<file path="config.mk">
export PLATFORM = sky130hd
export DESIGN_NAME = mvna_ctrl
export DESIGN_NICKNAME = d
export VERILOG_FILES = /design/src/mvna_pkg.sv /design/src/mvna_ctrl.sv
export SDC_FILE = /design/constraint.sdc
export NUM_CORES = 1
export LEC_CHECK = 0
export BUFFER_PORTS_ARGS = -buffer_cell sky130_fd_sc_hd__buf_2
export CORE_MARGIN = 3
export CORE_UTILIZATION = 45
export DETAILED_ROUTE_END_ITERATION = 16
export PLACE_DENSITY_LB_ADDON = 0.1
export SLEW_MARGIN = 20
export SYNTH_ARGS = -nofsm -noshare
export SYNTH_HDL_FRONTEND = slang
export SYNTH_SLANG_ARGS = --single-unit
</file>
<file path="constraint.sdc">
create_clock -name clk -period 4.35 [get_ports clk]
set_input_delay 0.6525 -clock clk [delete_from_list [all_inputs] [get_ports clk]]
set_output_delay 0.6525 -clock clk [all_outputs]
set_load 0.01 [all_outputs]
</file>
<file path="src/mvna_pkg.sv">
// shared types and constants for the mesh vertex normal accumulator
// no dependencies; used by mvna_ctrl, mvna_dp and the top level
package mvna_pkg;

    localparam int VTX_COUNT   = 1024;
    localparam int IDX_W       = 10;
    localparam int COORD_W     = 32;
    localparam int SUM_W       = 24;
    localparam int NORM_W      = 16;
    localparam int UNIT_SHIFT  = 14;
    localparam int EDGE_W      = COORD_W + 1;
    localparam int FIT_BITS    = 30;
    localparam int MUL_W       = FIT_BITS + 1;
    localparam int PROD_W      = 2 * MUL_W;
    localparam int MAG_W       = PROD_W - 1;
    localparam int SQ_W        = 62;
    localparam int ROOT_W      = 63;
    localparam int LEN_W       = 31;
    localparam int REM_W       = 46;
    localparam int QUO_W       = UNIT_SHIFT + 1;
    localparam int CNT_W       = 5;
    localparam int CROSS_STEPS = 7;
    localparam int SQ_STEPS    = 4;
    localparam int SQRT_STEPS  = 32;
    localparam int DIV_STEPS   = QUO_W;
    localparam logic [1:0] LAST_SEL = 2'd2;

    typedef enum logic [1:0] {
        OP_LOAD = 2'd0,
        OP_TRI  = 2'd1,
        OP_READ = 2'd2,
        OP_NONE = 2'd3
    } op_code_t;

    typedef enum logic [4:0] {
        DP_IDLE,
        DP_LOAD,
        DP_VRD,
        DP_VA,
        DP_EB,
        DP_EC,
        DP_EFIT,
        DP_CROSS,
        DP_SUMRD,
        DP_SUMLD,
        DP_MAG,
        DP_NSHIFT,
        DP_SQ,
        DP_SQRT_INIT,
        DP_SQRT,
        DP_DIV_INIT,
        DP_DIV,
        DP_DIV_END,
        DP_ACC_RD,
        DP_ACC_WR
    } dp_op_t;

    typedef enum logic [4:0] {
        ST_IDLE,
        ST_LOAD,
        ST_VRD,
        ST_VA,
        ST_EB,
        ST_EC,
        ST_EFIT,
        ST_CROSS,
        ST_SUMRD,
        ST_SUMLD,
        ST_MAG,
        ST_NFIT,
        ST_SQ,
        ST_SQRT_INIT,
        ST_SQRT,
        ST_DIV_INIT,
        ST_DIV,
        ST_DIV_END,
        ST_ACC_RD,
        ST_ACC_WR,
        ST_OUT
    } ctrl_state_t;

    typedef struct packed {
        dp_op_t     op;
        logic [2:0] step;
        logic [1:0] sel;
        logic       capture;
        logic       out_load;
    } dp_cmd_t;

    typedef struct packed {
        logic fits;
    } dp_status_t;

endpackage

</file>
<file path="src/mvna_ctrl.sv">
// controller state machine: sequences loads, triangles and reads
// depends on mvna_pkg; drives mvna_dp through dp_cmd_t
module mvna_ctrl (
    input  logic                 clk,
    input  logic                 rst_n,
    input  logic                 item_valid,
    output logic                 item_stall,
    input  logic [1:0]           operation,
    output logic                 result_valid,
    input  logic                 result_stall,
    output mvna_pkg::dp_cmd_t    cmd,
    input  mvna_pkg::dp_status_t status
);

    mvna_pkg::ctrl_state_t          state_reg, state_next;
    logic [mvna_pkg::CNT_W-1:0]     cnt_reg, cnt_next;
    logic [1:0]                     sel_reg, sel_next;
    logic                           tri_reg, tri_next;
    logic                           valid_reg, valid_next;

    // state and control registers
    always_ff @(posedge clk or negedge rst_n)
    begin
        if (!rst_n)
        begin
            state_reg <= mvna_pkg::ST_IDLE;
            cnt_reg   <= '0;
            sel_reg   <= '0;
            tri_reg   <= 1'b0;
            valid_reg <= 1'b0;
        end
        else
        begin
            state_reg <= state_next;
            cnt_reg   <= cnt_next;
            sel_reg   <= sel_next;
            tri_reg   <= tri_next;
            valid_reg <= valid_next;
        end
    end

    // next state and commands
    always_comb
    begin
        state_next   = state_reg;
        cnt_next     = cnt_reg;
        sel_next     = sel_reg;
        tri_next     = tri_reg;
        cmd          = '0;
        cmd.op       = mvna_pkg::DP_IDLE;
        cmd.step     = cnt_reg[2:0];
        cmd.sel      = sel_reg;
        case (state_reg)
            mvna_pkg::ST_IDLE:
            begin
                if (item_valid)
                begin
                    cmd.capture = 1'b1;
                    cnt_next    = '0;
                    sel_next    = '0;
                    case (operation)
                        mvna_pkg::OP_LOAD: state_next = mvna_pkg::ST_LOAD;
                        mvna_pkg::OP_TRI:
                        begin
                            state_next = mvna_pkg::ST_VRD;
                            tri_next   = 1'b1;
                        end
                        mvna_pkg::OP_READ:
                        begin
                            state_next = mvna_pkg::ST_SUMRD;
                            tri_next   = 1'b0;
                        end
                        default: state_next = mvna_pkg::ST_IDLE;
                    endcase
                end
            end
            mvna_pkg::ST_LOAD:
            begin
                cmd.op     = mvna_pkg::DP_LOAD;
                state_next = mvna_pkg::ST_IDLE;
            end
            mvna_pkg::ST_VRD:
            begin
                cmd.op     = mvna_pkg::DP_VRD;
                state_next = mvna_pkg::ST_VA;
            end
            mvna_pkg::ST_VA:
            begin
                cmd.op     = mvna_pkg::DP_VA;
                state_next = mvna_pkg::ST_EB;
            end
            mvna_pkg::ST_EB:
            begin
                cmd.op     = mvna_pkg::DP_EB;
                state_next = mvna_pkg::ST_EC;
            end
            mvna_pkg::ST_EC:
            begin
                cmd.op     = mvna_pkg::DP_EC;
                state_next = mvna_pkg::ST_EFIT;
            end
            mvna_pkg::ST_EFIT:
            begin
                cmd.op     = mvna_pkg::DP_EFIT;
                cnt_next   = '0;
                state_next = mvna_pkg::ST_CROSS;
            end
            mvna_pkg::ST_CROSS:
            begin
                cmd.op = mvna_pkg::DP_CROSS;
                if (cnt_reg == mvna_pkg::CNT_W'(mvna_pkg::CROSS_STEPS - 1))
                    state_next = mvna_pkg::ST_MAG;
                else
                    cnt_next = cnt_reg + 1'b1;
            end
            mvna_pkg::ST_SUMRD:
            begin
                cmd.op     = mvna_pkg::DP_SUMRD;
                state_next = mvna_pkg::ST_SUMLD;
            end
            mvna_pkg::ST_SUMLD:
            begin
                cmd.op     = mvna_pkg::DP_SUMLD;
                state_next = mvna_pkg::ST_MAG;
            end
            mvna_pkg::ST_MAG:
            begin
                cmd.op     = mvna_pkg::DP_MAG;
                state_next = mvna_pkg::ST_NFIT;
            end
            mvna_pkg::ST_NFIT:
            begin
                if (status.fits)
                begin
                    cnt_next   = '0;
                    state_next = mvna_pkg::ST_SQ;
                end
                else
                    cmd.op = mvna_pkg::DP_NSHIFT;
            end
            mvna_pkg::ST_SQ:
            begin
                cmd.op = mvna_pkg::DP_SQ;
                if (cnt_reg == mvna_pkg::CNT_W'(mvna_pkg::SQ_STEPS - 1))
                    state_next = mvna_pkg::ST_SQRT_INIT;
                else
                    cnt_next = cnt_reg + 1'b1;
            end
            mvna_pkg::ST_SQRT_INIT:
            begin
                cmd.op     = mvna_pkg::DP_SQRT_INIT;
                cnt_next   = '0;
                state_next = mvna_pkg::ST_SQRT;
            end
            mvna_pkg::ST_SQRT:
            begin
                cmd.op = mvna_pkg::DP_SQRT;
                if (cnt_reg == mvna_pkg::CNT_W'(mvna_pkg::SQRT_STEPS - 1))
                begin
                    sel_next   = '0;
                    state_next = mvna_pkg::ST_DIV_INIT;
                end
                else
                    cnt_next = cnt_reg + 1'b1;
            end
            mvna_pkg::ST_DIV_INIT:
            begin
                cmd.op     = mvna_pkg::DP_DIV_INIT;
                cnt_next   = '0;
                state_next = mvna_pkg::ST_DIV;
            end
            mvna_pkg::ST_DIV:
            begin
                cmd.op = mvna_pkg::DP_DIV;
                if (cnt_reg == mvna_pkg::CNT_W'(mvna_pkg::DIV_STEPS - 1))
                    state_next = mvna_pkg::ST_DIV_END;
                else
                    cnt_next = cnt_reg + 1'b1;
            end
            mvna_pkg::ST_DIV_END:
            begin
                cmd.op = mvna_pkg::DP_DIV_END;
                if (sel_reg == mvna_pkg::LAST_SEL)
                begin
                    sel_next   = '0;
                    state_next = tri_reg ? mvna_pkg::ST_ACC_RD : mvna_pkg::ST_OUT;
                end
                else
                begin
                    sel_next   = sel_reg + 1'b1;
                    state_next = mvna_pkg::ST_DIV_INIT;
                end
            end
            mvna_pkg::ST_ACC_RD:
            begin
                cmd.op     = mvna_pkg::DP_ACC_RD;
                state_next = mvna_pkg::ST_ACC_WR;
            end
            mvna_pkg::ST_ACC_WR:
            begin
                cmd.op = mvna_pkg::DP_ACC_WR;
                if (sel_reg == mvna_pkg::LAST_SEL)
                    state_next = mvna_pkg::ST_IDLE;
                else
                begin
                    sel_next   = sel_reg + 1'b1;
                    state_next = mvna_pkg::ST_ACC_RD;
                end
            end
            mvna_pkg::ST_OUT:
            begin
                if (!valid_reg || !result_stall)
                begin
                    cmd.out_load = 1'b1;
                    state_next   = mvna_pkg::ST_IDLE;
                end
            end
            default: state_next = mvna_pkg::ST_IDLE;
        endcase
        valid_next = cmd.out_load | (valid_reg & result_stall);
    end

    assign item_stall   = (state_reg != mvna_pkg::ST_IDLE);
    assign result_valid = valid_reg;

    // checks
    a_valid_from_out: assert property (@(posedge clk) disable iff (!rst_n)
        $rose(result_valid) |-> $past(state_reg == mvna_pkg::ST_OUT))
        else $error("result valid rose outside output state");
    a_sel_range: assert property (@(posedge clk) disable iff (!rst_n)
        sel_reg != 2'd3)
        else $error("component select out of range");
    a_div_count: assert property (@(posedge clk) disable iff (!rst_n)
        state_reg == mvna_pkg::ST_DIV |->
            cnt_reg <= mvna_pkg::CNT_W'(mvna_pkg::DIV_STEPS - 1))
        else $error("divide step count overrun");
    a_busy_after_tri: assert property (@(posedge clk) disable iff (!rst_n)
        item_valid && !item_stall && operation == mvna_pkg::OP_TRI |=> item_stall)
        else $error("triangle transaction did not make block busy");

endmodule

</file>
# Word-level counts from Yosys, hierarchy flattened
# Cells that the tools add are included.
[word_totals] ff_bits=14 in_bits=7 output_inout_bits=14 word_cells=93
[classes] add_sub_neg=2 eq_ne=39 n_mux=31 bitwise_logic=2 n_reduce_logical=14
[op_table] cell="$pmux 5 s20" n=1
[op_table] cell="$pmux 5 s19" n=1
[op_table] cell="$mux 5" n=15
[op_table] cell="$eq 5x4->1 const B" n=9
[op_table] cell="$pmux 5 s7" n=1
[op_table] cell="$eq 5x5->1 const B" n=6
[op_table] cell="$eq 5x3->1 const B" n=5
[op_table] cell="$ne 2x2->1 const B" n=12
[op_table] cell="$eq 5x2->1 const B" n=3
[op_table] cell="$reduce_and 7->1" n=2
[op_table] cell="$pmux 4 s3" n=1
[op_table] cell="$mux 2" n=4
[op_table] cell="$pmux 2 s4" n=1
[op_table] cell="$reduce_bool 7->1" n=1
[op_table] cell="$add 5x1->5 const B" n=1
[op_table] cell="$eq 5x1->1 const B" n=1
[op_table] cell="$logic_not 5->1" n=1
[op_table] cell="$reduce_bool 5->1" n=1
[op_table] cell="$eq 2x2->1 const B" n=2
[op_table] cell="$mux 1" n=4
[op_table] cell="$mux 4" n=1
[op_table] cell="$reduce_and 4->1" n=1
[op_table] cell="$reduce_bool 4->1" n=1
[op_table] cell="$mux 3" n=1
[op_table] cell="other kinds (11)" n=12

# Longest topological paths before layout
[logic_depth] ltp_word=5 mapped_depth=8 ltp_nobuf=8

# Worst setup path after synthesis
# Ideal clock, no wire load.
[synth_path] path_kind="register to register" startpoint="reg cnt_reg[0] (netlist bit)" endpoint="reg cnt_reg[0] (netlist bit)" setup_ps=128 t_arrival_ps=1898 required_ps=4222 path_slack_ps=2325 path_stages_with_launch=9 path_buffers=0 path_cell_list="dfrtp_1 -> ha_1 -> and3_1 -> ha_1 -> nand2_1 -> a21oi_1 -> nor3_1 -> o21ai_4 -> mux2_1"
[synth_via] elab_chain_len=3 word_cells_on_any_way=15
[synth_rtl] item="from (decl)" line="mvna_ctrl.sv:16" source="logic [mvna_pkg::CNT_W-1:0] cnt_reg, cnt_next;"
[synth_rtl] item="from (signal assigned)" line="mvna_ctrl.sv:35" source="cnt_reg <= cnt_next;"
[synth_rtl] item="$add 5x1->5, or another cell as far along"
[synth_rtl] item="$mux 5, or another cell as far along" line="mvna_ctrl.sv:175" source="if (cnt_reg == mvna_pkg::CNT_W'(mvna_pkg::DIV_STEPS - 1))"
[synth_rtl] item="$pmux 5 s7 or $reduce_and 7->1 (tied branches)"
# Parallel ways exist; a longest one is shown, timed or not. The select of a mux whose other input is x is not followed.
# A chain may end at the register's enable or synchronous reset.

==> results.sh <==
export IMPL_status="finished clean"
export IMPL_peakVddDrop_mv=0.297
export IMPL_fin_crit_sh_pct=61.1
export IMPL_die_area_mm2=0.00379
export IMPL_syn_area_per_cell_um2=8.13
export IMPL_rr_worst_depth=5
export IMPL_skew_ns=0.0112
export IMPL_synth_compound_area_share_pct=26.6
export IMPL_r2r_setup_slack_ns=1.90
export IMPL_cap_violations=0
export IMPL_start_kind="flip-flop"
export IMPL_yosys_warnings=0
export IMPL_cpPeakStageDelay_ns=0.63
export IMPL_diodes=0
export IMPL_cts_hold_buf=0
export IMPL_max_freq_mhz=376
export IMPL_area_growth_pct=6.75
export IMPL_postRouteAntennaNets=0
export IMPL_synth_fp_nets=187
export IMPL_overflow=0
export IMPL_synthArstFlopShare_pct=100
export IMPL_synthFlopType="dfrtp_1"
export IMPL_rr_endpoint="cnt_reg[0]$_DFFE_PN0P_"
export IMPL_synth_top_family_by_area="compound AO/OA/AOI/OAI gates"
export IMPL_reg2reg_from="state_reg[0]$_DFFE_PN0P_"
export IMPL_grt_pass1_vias=1174
export IMPL_syn_instance_count=171
export IMPL_period_needed_ns=2.66
export IMPL_drt_first_pass_iters=4
export IMPL_crit_arrival_ns=2.00
export IMPL_routedWlPerCell_um=16.6
export IMPL_nets=197
export IMPL_clock_path_buffers=2
export IMPL_ctsResizeCount=0
export IMPL_cts_tree="yes"
export IMPL_grt_pass1_wl_mm=5.54
export IMPL_cp_cell_sequence="or2_2 > nor2_1 > buf_2"
export IMPL_synth_adder_area_share_pct=8.82
export IMPL_vias=1324
export IMPL_place_inst=207
export IMPL_yosys_area_share_simple_pct=26.5
export IMPL_final_cell_area_mm2=0.00148
export IMPL_ios=21
export IMPL_synth_ff_latch_count=14
export IMPL_clkTransAtPathRegs_ns=0.09
export IMPL_hold_path_class="input pin to asynchronous set/reset pin"
export IMPL_grt_usage_pct=19.7
export IMPL_fp_row_count=19
export IMPL_rsz0062_at_grt="no"
export IMPL_critPathCaptureType="output port"
export IMPL_max_slew_margin_pct=37.7
export IMPL_synth_xor_area_share_pct=0
export IMPL_path_class="flip-flop to output port"
export IMPL_syn_area_mm2=0.00139
export IMPL_ctsRootBufferMaster="clkbuf_4"
export IMPL_critical_path_required_ns=3.70
export IMPL_synthMuxAreaShare_pct=4.59
export IMPL_holdWs_ns=0.240
export IMPL_final_cells=211
export IMPL_grt_max_degree=29
export IMPL_cts_sinks=14
export IMPL_clock_tree_htree_level_count=1
export IMPL_drc=0
export IMPL_gp_congestion=0.839
export IMPL_drive_gt1_share_pct=18.3
export IMPL_p_total_uw=908
export IMPL_place_area_mm2=0.00145
export IMPL_via_per_inst=6.27
export IMPL_die_h_um=61.6
export IMPL_final_setup_tns_ns=0
export IMPL_finalHoldViolations=0
export IMPL_worst_path_max_fanout=23
export IMPL_post_cts_buffers=0
export IMPL_clk_insertion_delay_late_ns=0.29
export IMPL_port_buffers=20
export IMPL_antenna_found_initial=0
export IMPL_die_width_um=61.6
export IMPL_synth_cell_types=52
export IMPL_critPathSlowestCell="dfrtp_1"
export IMPL_drtIter0Drc=87
export IMPL_synth_edf_count=0
export IMPL_initial_core_util_pct=48.7
export IMPL_ys_seq_area_share_pct=25.2
export IMPL_wl_mm=3.51
export IMPL_core_area_mm2=0.00285
export IMPL_dpl_hpwl_mm=2.48
export IMPL_finalSetupViolations=0
export IMPL_slew_violations=0
export IMPL_total_leakage_power_nw=0.695
export IMPL_cellPowerDensity_mw_per_mm2=612
export IMPL_tightest_slew_ns=0.934
export IMPL_cts_buffers=3
area by class of cell:
class	instances	area [um2]
inverter	9	33.8
sequential	14	350
fill	277	1370
multi-input combinational	133	925
timing repair buffer	20	100
clock buffer	4	36.3
tap	31	38.8
metrics by stage:
stage / setup WS [ns] / utilization, %
final: 1.69 / 52.0
after global routing: 1.59 / 52.0
after CTS: 1.73 / 52.0
after detailed placement: 2.00 / 50.7
after global placement: 2.05 / 50.7
after floorplan: 2.32 / -
layout by cell type (no fill, tap or decap), types with 2 or more instances in the layout:
cell	instances
a31oi_1	3
nor4b_1	2
inv_1	9
a21boi_0	2
and3b_1	2
buf_2	20
ha_1	9
o2111ai_1	5
a21oi_1	11
o2bb2ai_1	3
o21ai_0	10
nor2_1	15
clkbuf_4	3
nand3b_1	4
o21a_1	3
nand4_1	2
a21o_1	2
nor2b_1	5
mux2i_1	3
nor3_1	4
dfrtp_1	14
nand3_1	5
and3_1	3
a211o_1	2
nand2_1	12
mux2_1	2
worst max-delay path, delay by kind of cell, from the launching register on:
kind,cells,cell delay (ns)
buffers and inverters,1,0.23
flip-flops,1,0.63
AND/OR/NAND/NOR,2,0.85
routing by layer:
| metal | up-vias | part of all wire (%) | global-route usage [%] |
|---|---|---|---|
| met5 | - | 0 | 0 |
| met4 | 0 | 1.5 | 5.76 |
| met3 | 8 | 5.5 | 4.82 |
| met2 | 50 | 46 | 30.0 |
| met1 | 616 | 47 | 27.4 |
| li1 | 650 | - | - |
Yosys cell counts (all sizes together) (2+ instances only):
| cell | number | share of area [%] |
|---|---|---|
| o21ai | 11 | 4.8 |
| and2 | 2 | 1.1 |
| nand2b | 2 | 1.4 |
| a21o | 2 | 1.1 |
| nand3 | 5 | 1.8 |
| and3b | 2 | 1.3 |
| nand4 | 2 | 0.90 |
| and3 | 3 | 1.4 |
| buf | 9 | 4.2 |
| a21boi | 2 | 1.1 |
| nor2b | 5 | 2.3 |
| nand2 | 12 | 3.2 |
| dfrtp | 14 | 25 |
| inv | 9 | 2.4 |
| nor2 | 15 | 4.1 |
| mux2 | 3 | 2.4 |
| ha | 9 | 8.1 |
| nand3b | 4 | 2.2 |
| mux2i | 3 | 2.2 |
| o21a | 4 | 2.3 |
| nor4b | 2 | 1.3 |
| a21oi | 11 | 4.0 |
| o2111ai | 5 | 3.2 |
| nor3 | 5 | 2.2 |
| o2bb2ai | 3 | 1.9 |
| a31oi | 3 | 1.4 |
| a211o | 2 | 1.3 |
| clkbuf | 6 | 1.6 |
how the worst max path moves through the flow:
stage / startpoint / slack [ns] / endpoint
floorplan: cnt_reg[0]$_DFFE_PN0P_ / 2.32 / cnt_reg[0]$_DFFE_PN0P_
global placement: state_reg[2]$_DFFE_PN0P_ / 2.05 / cmd[11]
detailed placement: state_reg[0]$_DFFE_PN0P_ / 2.00 / cnt_reg[0]$_DFFE_PN0P_
CTS: state_reg[2]$_DFFE_PN0P_ / 1.73 / cmd[11]
global route: state_reg[2]$_DFFE_PN0P_ / 1.59 / cmd[11]
finish: state_reg[2]$_DFFE_PN0P_ / 1.69 / cmd[11]
cell families (layout without fill, tap and decap cells):
logic type	count (synthesis)	after routing
simple gates	65	65
flops	14	14
compound gates	52	52
buf+inv	24	33
fa+ha+maj	10	10
mux	6	6
power breakdown:
group | leakage, nW | internal, mW | switching (mW)
clock network | 0.0210 | 0.0510 | 0.0459
logic | 0.490 | 0.227 | 0.272
registers | 0.185 | 0.163 | 0.150
(Power assumes the default switching activity.)
